## config.mk

```make
export PLATFORM = sky130hd
export DESIGN_NAME = hex_text_to_bytes_parser
export DESIGN_NICKNAME = d
export VERILOG_FILES = /design/src/hdl/htb_pkg.sv /design/src/hdl/htb_classify.sv /design/src/hdl/htb_queue.sv /design/src/hdl/htb_exec.sv /design/src/hdl/hex_text_to_bytes_parser.sv
export SDC_FILE = /design/constraint.sdc
export NUM_CORES = 1
export LEC_CHECK = 0
export ABC_CLOCK_PERIOD_IN_PS = 9100
export BUFFER_PORTS_ARGS = -buffer_cell sky130_fd_sc_hd__buf_2
export CORE_ASPECT_RATIO = 0.9
export CORE_MARGIN = 2
export CORE_UTILIZATION = 50
export CTS_CLUSTER_DIAMETER = 150
export DETAILED_ROUTE_END_ITERATION = 16
export PLACE_DENSITY = 0.68
export SETUP_SLACK_MARGIN = 0.3
export SYNTH_ARGS = -nofsm -noshare
export SYNTH_HDL_FRONTEND = slang
export SYNTH_HIERARCHICAL = 1
export SYNTH_SLANG_ARGS = --single-unit
```

## constraint.sdc

```tcl
create_clock -name i_clk -period 9.1 [get_ports i_clk]
set_clock_uncertainty 0.05 [all_clocks]
set_input_delay 1.82 -clock i_clk [delete_from_list [all_inputs] [get_ports i_clk]]
set_output_delay 1.82 -clock i_clk [all_outputs]
set_load 0.02 [all_outputs]
```

## src/hdl/htb_pkg.sv

```systemverilog
`default_nettype none

package htb_pkg;

    // Default limit on decoded bytes per line
    localparam int MAX_BYTES_DEF = 128;

    // Depth of the queue between the classifier and the executor
    localparam int Q_DEPTH = 2;

    localparam logic [7:0] CH_NUL   = 8'h00;
    localparam logic [7:0] CH_TAB   = 8'h09;
    localparam logic [7:0] CH_CR    = 8'h0D;
    localparam logic [7:0] CH_SPACE = 8'h20;
    localparam logic [7:0] CH_COMMA = 8'h2C;
    localparam logic [7:0] CH_COLON = 8'h3A;
    localparam logic [7:0] CH_ZERO  = 8'h30;
    localparam logic [7:0] CH_NINE  = 8'h39;
    localparam logic [7:0] CH_LA    = 8'h61;
    localparam logic [7:0] CH_LF    = 8'h66;
    localparam logic [7:0] CH_UA    = 8'h41;
    localparam logic [7:0] CH_UF    = 8'h46;
    localparam logic [7:0] CH_LX    = 8'h78;
    localparam logic [7:0] CH_UX    = 8'h58;
    localparam logic [7:0] HEX_ALPHA_OFFSET = 8'd10;

    typedef enum logic [2:0] {
        CLS_WS,
        CLS_SEP,
        CLS_HEX,
        CLS_X,
        CLS_NUL,
        CLS_OTHER
    } t_cls;

    typedef enum logic [1:0] {
        ST_OK       = 2'd0,
        ST_BAD_CHAR = 2'd1,
        ST_BAD_LEN  = 2'd2
    } t_status;

    typedef struct packed {
        logic [7:0] char_code;
        logic       end_of_line;
    } t_in;

    typedef struct packed {
        logic       byte_valid;
        logic [7:0] data_byte;
        logic       done_res;
        t_status    status;
        logic [7:0] byte_count;
    } t_out;

    // One classified character as it travels through the queue
    typedef struct packed {
        t_cls       cls;
        logic       zero_char;
        logic [3:0] nibble;
        logic       last;
    } t_item;

endpackage

`default_nettype wire

```

## src/hdl/htb_classify.sv

```systemverilog
`default_nettype none

module htb_classify import htb_pkg::*; (
    input  var t_in   i_char,
    output t_item     o_item
);

    logic [7:0] c;
    logic [7:0] val;

    assign c = i_char.char_code;

    always_comb begin
        o_item.cls       = CLS_OTHER;
        o_item.zero_char = (c == CH_ZERO);
        o_item.last      = i_char.end_of_line;
        val              = 8'd0;
        if (c == CH_SPACE || (c >= CH_TAB && c <= CH_CR)) begin
            o_item.cls = CLS_WS;
        end else if (c == CH_COMMA || c == CH_COLON) begin
            o_item.cls = CLS_SEP;
        end else if (c >= CH_ZERO && c <= CH_NINE) begin
            o_item.cls = CLS_HEX;
            val        = c - CH_ZERO;
        end else if (c >= CH_LA && c <= CH_LF) begin
            o_item.cls = CLS_HEX;
            val        = c - CH_LA + HEX_ALPHA_OFFSET;
        end else if (c >= CH_UA && c <= CH_UF) begin
            o_item.cls = CLS_HEX;
            val        = c - CH_UA + HEX_ALPHA_OFFSET;
        end else if (c == CH_LX || c == CH_UX) begin
            o_item.cls = CLS_X;
        end else if (c == CH_NUL) begin
            o_item.cls = CLS_NUL;
        end
        o_item.nibble = val[3:0];
    end

endmodule

`default_nettype wire

```

## src/hdl/htb_queue.sv

```systemverilog
`default_nettype none

module htb_queue import htb_pkg::*; (
    input  var logic  i_clk,
    input  var logic  i_rst_n,
    input  var logic  i_push,
    input  var t_item i_item,
    output logic      o_full,
    input  var logic  i_pop,
    output logic      o_nonempty,
    output t_item     o_item
);

    localparam int QA = (Q_DEPTH > 1) ? $clog2(Q_DEPTH) : 1;
    localparam int QC = $clog2(Q_DEPTH + 1);

    t_item           r_mem [Q_DEPTH];
    logic [QA-1:0]   r_wr_ptr;
    logic [QA-1:0]   r_rd_ptr;
    logic [QC-1:0]   r_count;
    logic [QA-1:0]   n_wr_ptr;
    logic [QA-1:0]   n_rd_ptr;
    logic [QC-1:0]   n_count;

    assign o_full     = (r_count == QC'(Q_DEPTH));
    assign o_nonempty = (r_count != '0);
    assign o_item     = r_mem[r_rd_ptr];

    // Advance pointers with wrap at the queue depth
    always_comb begin
        n_wr_ptr = r_wr_ptr;
        n_rd_ptr = r_rd_ptr;
        n_count  = r_count;
        if (i_push) begin
            n_wr_ptr = (r_wr_ptr == QA'(Q_DEPTH - 1)) ? '0 : r_wr_ptr + QA'(1);
        end
        if (i_pop) begin
            n_rd_ptr = (r_rd_ptr == QA'(Q_DEPTH - 1)) ? '0 : r_rd_ptr + QA'(1);
        end
        if (i_push && !i_pop) begin
            n_count = r_count + QC'(1);
        end else if (i_pop && !i_push) begin
            n_count = r_count - QC'(1);
        end
    end

    always_ff @(posedge i_clk) begin
        if (i_push) begin
            r_mem[r_wr_ptr] <= i_item;
        end
    end

    always_ff @(posedge i_clk) begin
        if (!i_rst_n) begin
            r_wr_ptr <= '0;
            r_rd_ptr <= '0;
            r_count  <= '0;
        end else begin
            r_wr_ptr <= n_wr_ptr;
            r_rd_ptr <= n_rd_ptr;
            r_count  <= n_count;
        end
    end

endmodule

`default_nettype wire

```

## src/hdl/htb_exec.sv

```systemverilog
`default_nettype none

module htb_exec import htb_pkg::*; #(
    parameter int MAX_BYTES = MAX_BYTES_DEF
) (
    input  var logic  i_clk,
    input  var logic  i_rst_n,
    input  var logic  i_q_nonempty,
    input  var t_item i_item,
    output logic      o_pop,
    output logic      o_out_valid,
    input  var logic  i_out_ready,
    output t_out      o_out_data
);

    localparam int CW = $clog2(MAX_BYTES + 1);

    typedef enum logic [2:0] {
        PH_LEAD   = 3'b001,
        PH_DECODE = 3'b010,
        PH_HALT   = 3'b100
    } t_phase;

    t_phase          r_phase;
    logic            r_pending;
    logic [3:0]      r_high;
    logic            r_expect;
    logic [CW-1:0]   r_count;
    logic            r_error;
    logic            r_out_valid;
    t_out            r_out;

    t_phase          n_phase;
    logic            n_pending;
    logic [3:0]      n_high;
    logic            n_expect;
    logic [CW-1:0]   n_count;
    logic            n_error;

    logic            do_decode;
    logic            got;
    logic [7:0]      data;
    logic [CW-1:0]   cnt_m1;
    logic [CW+7:0]   cnt_ext;
    t_status         status;
    t_out            result;

    assign o_pop       = i_q_nonempty && (!r_out_valid || i_out_ready);
    assign o_out_valid = r_out_valid;
    assign o_out_data  = r_out;

    always_comb begin
        n_phase   = r_phase;
        n_pending = r_pending;
        n_high    = r_high;
        n_expect  = r_expect;
        n_count   = r_count;
        n_error   = r_error;
        do_decode = 1'b0;
        got       = 1'b0;
        data      = 8'd0;

        unique case (r_phase)
            PH_LEAD: begin
                if (r_pending) begin
                    // Held '0' resolves: prefix, or the high nibble of data
                    n_pending = 1'b0;
                    n_phase   = PH_DECODE;
                    if (i_item.cls != CLS_X) begin
                        n_high    = 4'd0;
                        n_expect  = 1'b0;
                        do_decode = 1'b1;
                    end
                end else if (i_item.cls == CLS_WS) begin
                    n_phase = PH_LEAD;
                end else if (i_item.zero_char) begin
                    n_pending = 1'b1;
                end else if (i_item.cls == CLS_NUL) begin
                    n_phase = PH_HALT;
                end else begin
                    n_phase   = PH_DECODE;
                    do_decode = 1'b1;
                end
            end
            PH_DECODE: do_decode = 1'b1;
            PH_HALT:   n_phase = PH_HALT;
            default:   n_phase = r_phase;
        endcase

        if (do_decode) begin
            if (n_count >= CW'(MAX_BYTES) || i_item.cls == CLS_NUL) begin
                n_phase = PH_HALT;
            end else if (i_item.cls == CLS_WS || i_item.cls == CLS_SEP) begin
                n_phase = n_phase;
            end else if (i_item.cls != CLS_HEX) begin
                n_error = 1'b1;
                n_phase = PH_HALT;
            end else if (n_expect) begin
                n_high   = i_item.nibble;
                n_expect = 1'b0;
            end else begin
                data     = {n_high, i_item.nibble};
                n_count  = n_count + CW'(1);
                n_expect = 1'b1;
                got      = 1'b1;
            end
        end

        // A '0' still pending at end of line counts as a lone high nibble
        if (i_item.last && n_pending) begin
            n_expect = 1'b0;
        end

        cnt_m1  = n_count - CW'(1);
        cnt_ext = {8'd0, n_count};
        if (n_error) begin
            status = ST_BAD_CHAR;
        end else if (n_count != '0 && (n_count & cnt_m1) == '0 && n_expect) begin
            status = ST_OK;
        end else begin
            status = ST_BAD_LEN;
        end

        result.byte_valid = got;
        result.data_byte  = data;
        result.done_res   = i_item.last;
        result.status     = i_item.last ? status : ST_OK;
        result.byte_count = cnt_ext[7:0];

        // Drop all line state after the last character
        if (i_item.last) begin
            n_phase   = PH_LEAD;
            n_pending = 1'b0;
            n_high    = 4'd0;
            n_expect  = 1'b1;
            n_count   = '0;
            n_error   = 1'b0;
        end
    end

    always_ff @(posedge i_clk) begin
        if (!i_rst_n) begin
            r_phase     <= PH_LEAD;
            r_pending   <= 1'b0;
            r_high      <= 4'd0;
            r_expect    <= 1'b1;
            r_count     <= '0;
            r_error     <= 1'b0;
            r_out_valid <= 1'b0;
        end else begin
            if (o_pop) begin
                r_phase   <= n_phase;
                r_pending <= n_pending;
                r_high    <= n_high;
                r_expect  <= n_expect;
                r_count   <= n_count;
                r_error   <= n_error;
            end
            if (o_pop && (got || i_item.last)) begin
                r_out_valid <= 1'b1;
            end else if (i_out_ready) begin
                r_out_valid <= 1'b0;
            end
        end
    end

    always_ff @(posedge i_clk) begin
        if (o_pop && (got || i_item.last)) begin
            r_out <= result;
        end
    end

endmodule

`default_nettype wire

```

## src/hdl/hex_text_to_bytes_parser.sv

```systemverilog
// Path: a character is queued, then decoded from the queue into the output register.
// Throughput: one character per cycle, sustained while the output side keeps taking
// transactions; set by the per-character state update in the executor.
// Reset: synchronous, active low; empties the queue and output register and puts
// the line state into the leading-whitespace phase.
`default_nettype none

module hex_text_to_bytes_parser import htb_pkg::*; #(
    parameter int MAX_BYTES = MAX_BYTES_DEF
) (
    input  var logic i_clk,
    input  var logic i_rst_n,
    input  var logic i_in_valid,
    output logic     o_in_ready,
    input  var t_in  i_in_data,
    output logic     o_out_valid,
    input  var logic i_out_ready,
    output t_out     o_out_data
);

    // Front end: classify each incoming character into a compact token
    // (whitespace, separator, hex digit with its nibble, x, NUL, other).
    t_item cls_item;
    t_item q_item;
    logic  q_full;
    logic  q_nonempty;
    logic  q_pop;
    logic  q_push;

    htb_classify u_classify (
        .i_char (i_in_data),
        .o_item (cls_item)
    );

    // Accept a transaction whenever the queue has room; the executor may
    // be stalled on its output register without holding off the input.
    assign o_in_ready = !q_full;
    assign q_push     = i_in_valid && o_in_ready;

    htb_queue u_queue (
        .i_clk      (i_clk),
        .i_rst_n    (i_rst_n),
        .i_push     (q_push),
        .i_item     (cls_item),
        .o_full     (q_full),
        .i_pop      (q_pop),
        .o_nonempty (q_nonempty),
        .o_item     (q_item)
    );

    // Back end: run the line decoder on each token, emit a result when a
    // byte completes or the line ends, and hold it until it is taken.
    htb_exec #(
        .MAX_BYTES (MAX_BYTES)
    ) u_exec (
        .i_clk        (i_clk),
        .i_rst_n      (i_rst_n),
        .i_q_nonempty (q_nonempty),
        .i_item       (q_item),
        .o_pop        (q_pop),
        .o_out_valid  (o_out_valid),
        .i_out_ready  (i_out_ready),
        .o_out_data   (o_out_data)
    );

endmodule

`default_nettype wire
```

# After elaboration in Yosys (flattened, before gate mapping)

Memories as Yosys holds them, arrays and structs flattened. A register that Yosys moved wholly into a read port is not among the register bits.
Cells that the tools add are included.

Bits in registers: 43
Latch bits: 0
RAM bits: 18
ROM bits: 0
Input bits: 13
Output and inout port bits: 22
Word-level logic and storage cells: 165
Memories kept: 1

Memories:

| memory        | words | bits a word | rd ports | clocked after memory_dff | write ports | line            | RTL |
|---|---|---|---|---|---|---|---|
| u_queue.r_mem | 2     | 9           | 1        | 1                        | 1           | htb_queue.sv:17 | `t_item r_mem [Q_DEPTH];` |

$add $sub $neg: 11
Multiply operators: 0
Div/mod/pow operators: 0
Magnitude comparators: 9
Equality and inequality tests: 14
Shift-type cells: 0
Multiplexer cells: 79
Bitwise logic cells: 3
Reductions and logical operators: 32

Operators with widths:

| operator              | number |
|---|---|
| $mux W4               | 14 |
| $mux W8               | 6 |
| $mux W3               | 15 |
| $mux W1               | 39 |
| $eq A8 B6 Y1 const B  | 4 |
| $eq A8 B7 Y1 const B  | 2 |
| $ge A8 B7 Y1 const B  | 2 |
| $le A8 B7 Y1 const B  | 2 |
| $logic_not A8 Y1      | 2 |
| $logic_and A1 B1 Y1   | 12 |
| $sub A4 B1 Y4 const B | 3 |
| $add A4 B4 Y4 const B | 2 |
| $add A8 B1 Y8 const B | 1 |
| $and A8 B8 Y8         | 1 |
| $ge A8 B4 Y1 const B  | 1 |
| $ge A8 B6 Y1 const B  | 1 |
| $ge A8 B8 Y1 const B  | 1 |
| $le A8 B4 Y1 const B  | 1 |
| $le A8 B6 Y1 const B  | 1 |
| $reduce_bool A8 Y1    | 1 |
| $sub A8 B1 Y8 const B | 1 |
| $logic_or A1 B1 Y1    | 7 |
| $eq A3 B1 Y1 const B  | 2 |
| $eq A3 B3 Y1 const B  | 2 |
| 15 further kinds      | 25 |

# Longest topological paths before layout

Depth after elaboration: 16
Depth in mapped cells: 13
Depth with buffers taken out: 9

# Modules after synthesis

Netlist, hierarchy kept.

Modules (own cells, without submodules):

| module                   | times used | cells an instance | area an instance (sq um) | seq. area each (sq um) |
|---|---|---|---|---|
| htb_exec                 | 1          | 209               | 2,207.1                  | 980.9 |
| htb_queue                | 1          | 50                | 868.3                    | 640.6 |
| htb_classify             | 1          | 54                | 410.4                    | 0.0 |
| hex_text_to_bytes_parser | 1          | 2                 | 10.0                     | 0.0 |

# Worst setup path before layout

Ideal clock, no wire load.

Kind: input -> register
From: input i_out_ready
To: register u_exec.r_out (netlist bit u_exec/o_out_data[0]), enable pin
Library setup time: 0.397 ns
Arrival time: 3.175 ns
Path slack: 5.479 ns
Cell stages on the path: 4
Path buffers: 1
Cell sequence: nand2b_1 > nand2_1 > clkbuf_1 > nor2_1

Word-level cells in the longest chain between the ends: 3

RTL lines:

| what                   | line                           | RTL |
|---|---|---|
| start: declaration     | hex_text_to_bytes_parser.sv:17 | `input var logic i_out_ready,` |
| $logic_or A1 B1 Y1     | htb_exec.sv:48                 | `assign o_pop = i_q_nonempty && (!r_out_valid \|\| i_out_ready);` |
| $logic_and A1 B1 Y1    | htb_exec.sv:48                 |  |
| $logic_and A1 B1 Y1    | htb_exec.sv:168                | `if (o_pop && (got \|\| i_item.last)) begin` |
| end signal: assignment | htb_exec.sv:169                | `r_out <= result;` |
| end: declaration       | htb_exec.sv:31                 | `t_out r_out;` |

No other way between the ends.
A chain may end at the register's enable or synchronous reset.

# Worst setup path after layout

From: input i_out_ready
To: register u_queue.r_count[1]

Word-level cells in the longest chain between the ends: 5

RTL lines:

| what                                                 | line                           | RTL |
|---|---|---|
| $logic_or A1 B1 Y1 *                                 | htb_exec.sv:48                 |  |
| $logic_and A1 B1 Y1 *                                | htb_exec.sv:48                 |  |
| via q_pop                                            | hex_text_to_bytes_parser.sv:27 | `logic q_pop;` |
| $logic_not A1 Y1                                     | htb_queue.sv:40                | `if (i_push && !i_pop) begin` |
| $logic_and A1 B1 Y1                                  | htb_queue.sv:40                |  |
| $mux W2 / $reduce_bool A2 Y1 (equally long branches) | --                             |  |
| end signal: assignment                               | htb_queue.sv:61                | `r_count <= n_count;` |
| end: declaration                                     | htb_queue.sv:20                | `logic [QC-1:0] r_count;` |

The timed path passes the listed nets; every way through them passes the cells marked *.

==> impl_summary.md <==
STA
The count of endpoints failing hold in the final timing report is 0. The aggregate negative setup slack is 0 ns. The final critical path takes up 40.4% of the cycle. At the pin with the least slew margin, the transition time is 0.888 ns.

Based on the critical path, the design can be clocked at up to 272 MHz. The relative slew slack is 40.6%. The count of final max-slew check failures is 0. Setup violations remaining at the end of the flow were counted as 0.

Setup repair after global routing left no endpoint under its margin. The routed design could run at a clock period as short as 3.68 ns.

Finish
In the final layout, the share of cells above drive strength 1 is 26.1%. In the layout the commonest cells are 38 x sky130_fd_sc_hd__edfxtp_1, 34 x sky130_fd_sc_hd__buf_2, 24 x sky130_fd_sc_hd__dfxtp_1, 21 x sky130_fd_sc_hd__nor2_1, 18 x sky130_fd_sc_hd__nor2b_1. Compared with the post-synthesis result, the final layout area differs by 10.5%. The post-route standard cell area excluding fillers is 3860 sq um. The net count of the finished layout is 370. The utilization of the core after routing is 58.0%.

The diode insertion count for antenna repair is 0. The number of inserted filler cells in the final layout is 578. The most common cell after layout, fill and taps aside is sky130_fd_sc_hd__edfxtp_1. The final cell count without fillers is 443.

Placement
The number of placed instances, taps included, is 427. The number of port buffers is 34. Detailed placement finished with a half-perimeter wire length of 4650 microns.

The congestion estimate from routability-driven global placement came to 0.825. Summing all placed instances gives a cell area of 3690 sq um.

Global route
The number of antenna violations at the first check in global routing is 0. Entering global routing, the biggest net connects 21 pins. The first global-routing pass estimated 11000 microns of wire. The overall track demand over capacity in global routing is 18.3%. The number of global-route vias before repair is 2289. The total congestion overflow after global routing is 0.

Clocking
After clock tree synthesis, the clock-pin slew on the worst setup and hold paths is 0.07 ns. TritonCTS built the clock tree. The clock reaches the later pin of the worst-skew pair after 0.34 ns. The count of hold-fix buffers inserted at cts is 0. The maximum root-to-sink buffer count is 2. Once the clock tree was built, the setup fixing pass inserted 0 buffers. The clock root buffer master is sky130_fd_sc_hd__clkbuf_8. The number of buffers added by the clock tree synthesis step is 9.

Gates resized during post-CTS repair numbered 0. Counting every sink on the clock net gives 62. The clock tree synthesis step divided the H-tree into 3 levels.

Floorplan
In this run the horizontal extent of the chip is 92.1 microns. The die span in y is 83.3 microns. The area of the die is 7680 sq um. The number of standard-cell rows in the floorplan is 28. The effective utilization at floorplan is 52.5%. 35 I/O pins were placed.

The total area inside the core boundary comes to 6660 sq um.

Pwr
The switching power is 0.000368 W. The maximum vdd ir drop is 0.000151 V. The total internal power is 0.000591 W. Of the total power, the clock network draws 21.6%. Of the total power, combinational logic draws 36.9%.

Summing internal, switching and leakage power gives 0.000958 W. In this run switching power makes up 38.4% of total power. The relative contribution of sequential cells to total power is 41.4%. Power spread over the standard cell area amounts to 248 nW/um^2. Summed over all cells, the static leakage comes to 1.41 nW.

Drt
The vias per cell is 5.48. The count of nets left with antenna violations once routing finished came out at 0. The post-detailed-route DRC marker count is 0. Wires add up to 6430 microns. The number of detailed-routing iterations run before antenna repair is 4. The violation count after the first detailed-route iteration is 118. The mean routed wirelength per cell is 14.5 microns. The detailed router placed 2429 vias in this run.

Worst setup path
On the worst path, the slowest cell contributes a delay of 0.46 ns. The critical path's slowest cell is sky130_fd_sc_hd__nand2_1. STA puts the critical path data required time at 9.32 ns. The data arrival time of the critical path is 3.90 ns. The launching element of the worst setup path is i_out_ready. The critical path is of the in -> reg type.

The worst setup path is captured at a flop. Walking the worst path, the cells encountered are buf_2 > nand2b_1 > nand2_1 > clkinv_1 > inv_1 > ha_1 > or3_1 > a21boi_1. In this run the worst path has a maximum fanout of 17. The kind of start point of the critical path is a primary input.

Synthesis
The cell count after synthesis is 315. The sequential-to-total area share from yosys stat is 46.4%. The synthesized cell area is 3500 sq um.

The number of synthesized flops with an enable pin is 38. Yosys printed 6 warnings. The share of flip-flops with an asynchronous set or reset after synthesis is 0%. After Yosys synthesis, full adders, half adders and majority gates account for 3.79% of the synthesized area. The synthesized netlist net count is 337. The area fraction in compound gates after synthesis is 16.2%.

The number of register bits inferred by synthesis is 62. The xor and xnor fraction of the mapped netlist area is 3.36%. Multiplexer cells account for 3.76% of the synthesized area.

The dominant synthesized flop cell is sky130_fd_sc_hd__edfxtp_1. The simple-gate area share of the yosys netlist is 21.7%. A synthesized cell averages 11.1 sq um. The synthesized netlist contains 74 unique library cells.

The combinational family with the most area after synthesis is simple AND/OR/NAND/NOR gates.

Status
The flow ran to the end, and the final reports show no timing, DRC or antenna violations.

Run
The number of maximum-capacitance constraint violations is 0.

Hold path
In this run the worst hold path is classified as reg -> reg. The worst hold path startpoint is u_exec/r_error$_SDFFE_PN0P_.
==> state kept, by name, indices dropped and copies added (netlist names), named ones only <==
| register | flops |
|---|---|
| u_exec/o_out_data | 20 |
| u_exec/r_phase | 3 |
| u_exec/o_out_valid | 1 |
| u_exec/r_error | 1 |
| u_queue/r_rd_ptr | 1 |
| u_queue/r_wr_ptr | 1 |
| u_exec/r_expect | 1 |
| u_exec/r_pending | 1 |
| u_exec/r_high | 4 |
| u_queue/r_mem | 18 |
| u_queue/r_count | 2 |
| u_exec/r_count | 8 |
==> layer usage <==
metal	part of all wire, %	GRT usage [%]
met1	49	24.7
met2	45	27.3
met3	4.4	5.44
met4	1.6	8.01
met5	0	0
==> power groups by stage <==
stage                     clock, W  combinational [W]  sequential [W]
after floorplan                  0           0.000240        0.000429
after global placement           0           0.000347        0.000402
after detailed placement         0           0.000351        0.000403
after CTS                 0.000215           0.000353        0.000397
after global routing      0.000229           0.000393        0.000404
final                     0.000207           0.000354        0.000397
==> worst max-delay path, delay by kind of cell <==
kind	cells	cell delay, ns
buffers and inverters	3	0.68
AO/OA/AOI/OAI	1	0.14
AND/OR/NAND/NOR	3	0.99
adder cells (fa/ha/maj)	1	0.26
==> worst paths after layout <==
kind                                        endpoint  slack, ns  cells past startpoint
setup / recovery     u_queue/r_count[1]$_SDFFE_PN0P_       5.42                      8
hold / removal           u_exec/r_error$_SDFFE_PN0P_       0.43                      2
setup reg to reg  u_exec/o_out_data[9]$_SDFFCE_PP0P_       5.88                      9
hold reg to reg          u_exec/r_error$_SDFFE_PN0P_       0.43                      2
==> cells by family (layout without fill, tap and decap cells) <==
family	count (synthesis)	after routing
AO/OA/AOI/OAI	67	67
XOR/XNOR	10	10
adder cells (fa/ha/maj)	11	11
buffers and inverters	32	70
flip-flops	62	62
multiplexers	12	12
AND/OR/NAND/NOR	121	121
==> stage by stage <==
| step | hold WS [ns] | setup WS, ns |
|---|---|---|
| after floorplan | 0.388 | 5.48 |
| after global placement | 0.413 | 5.20 |
| after detailed placement | 0.416 | 5.09 |
| after CTS | 0.431 | 5.46 |
| after global routing | 0.468 | 5.25 |
| final | 0.430 | 5.42 |
==> Yosys cell counts (all sizes together) (2+ instances only) <==
library cell  instances  share of area [%]
nand2                17                1.8
or3b                  2               0.50
o21ai                12                1.7
nor4                  3                1.1
nand3b                4               0.86
nand4                 6                1.4
clkbuf                3               0.32
nand2b                4               0.72
nor3                 10                1.4
buf                  10                2.5
nor2                 21                2.3
a21oi                10                1.4
a22oi                10                2.1
edfxtp               38                 33
nor2b                18                3.2
ha                    9                3.2
mux2                  9                2.9
nor4b                 4                1.2
mux2i                 3               0.86
o21a                  4                1.1
o2111ai               4                1.4
and3                  3               0.54
dfxtp                24                 14
a211oi                5                1.4
and2                 11                2.0
xor2                  5                1.9
nand4b                2               0.50
maj3                  2               0.57
a31oi                 3               0.54
nand4bb               2                1.3
or2                   3               0.54
xnor2                 5                1.5
a21boi                3               0.64
o211ai                2               0.43
nand3                 6                1.0
inv                  18                1.9
a2111oi               2                1.2
o21bai                2               0.54
==> final cells by class <==
class	count	area, sq um	share of cell area (%)
multi-input cells	221	1710	44.2
clock inverters	7	50.0	1.30
repair buffers	35	178	4.60
inverters	19	71.3	1.85
well taps	90	113	2.92
clock buffers	9	124	3.21
flip-flops and latches	62	1620	42.0
(Power assumes the default switching activity.)
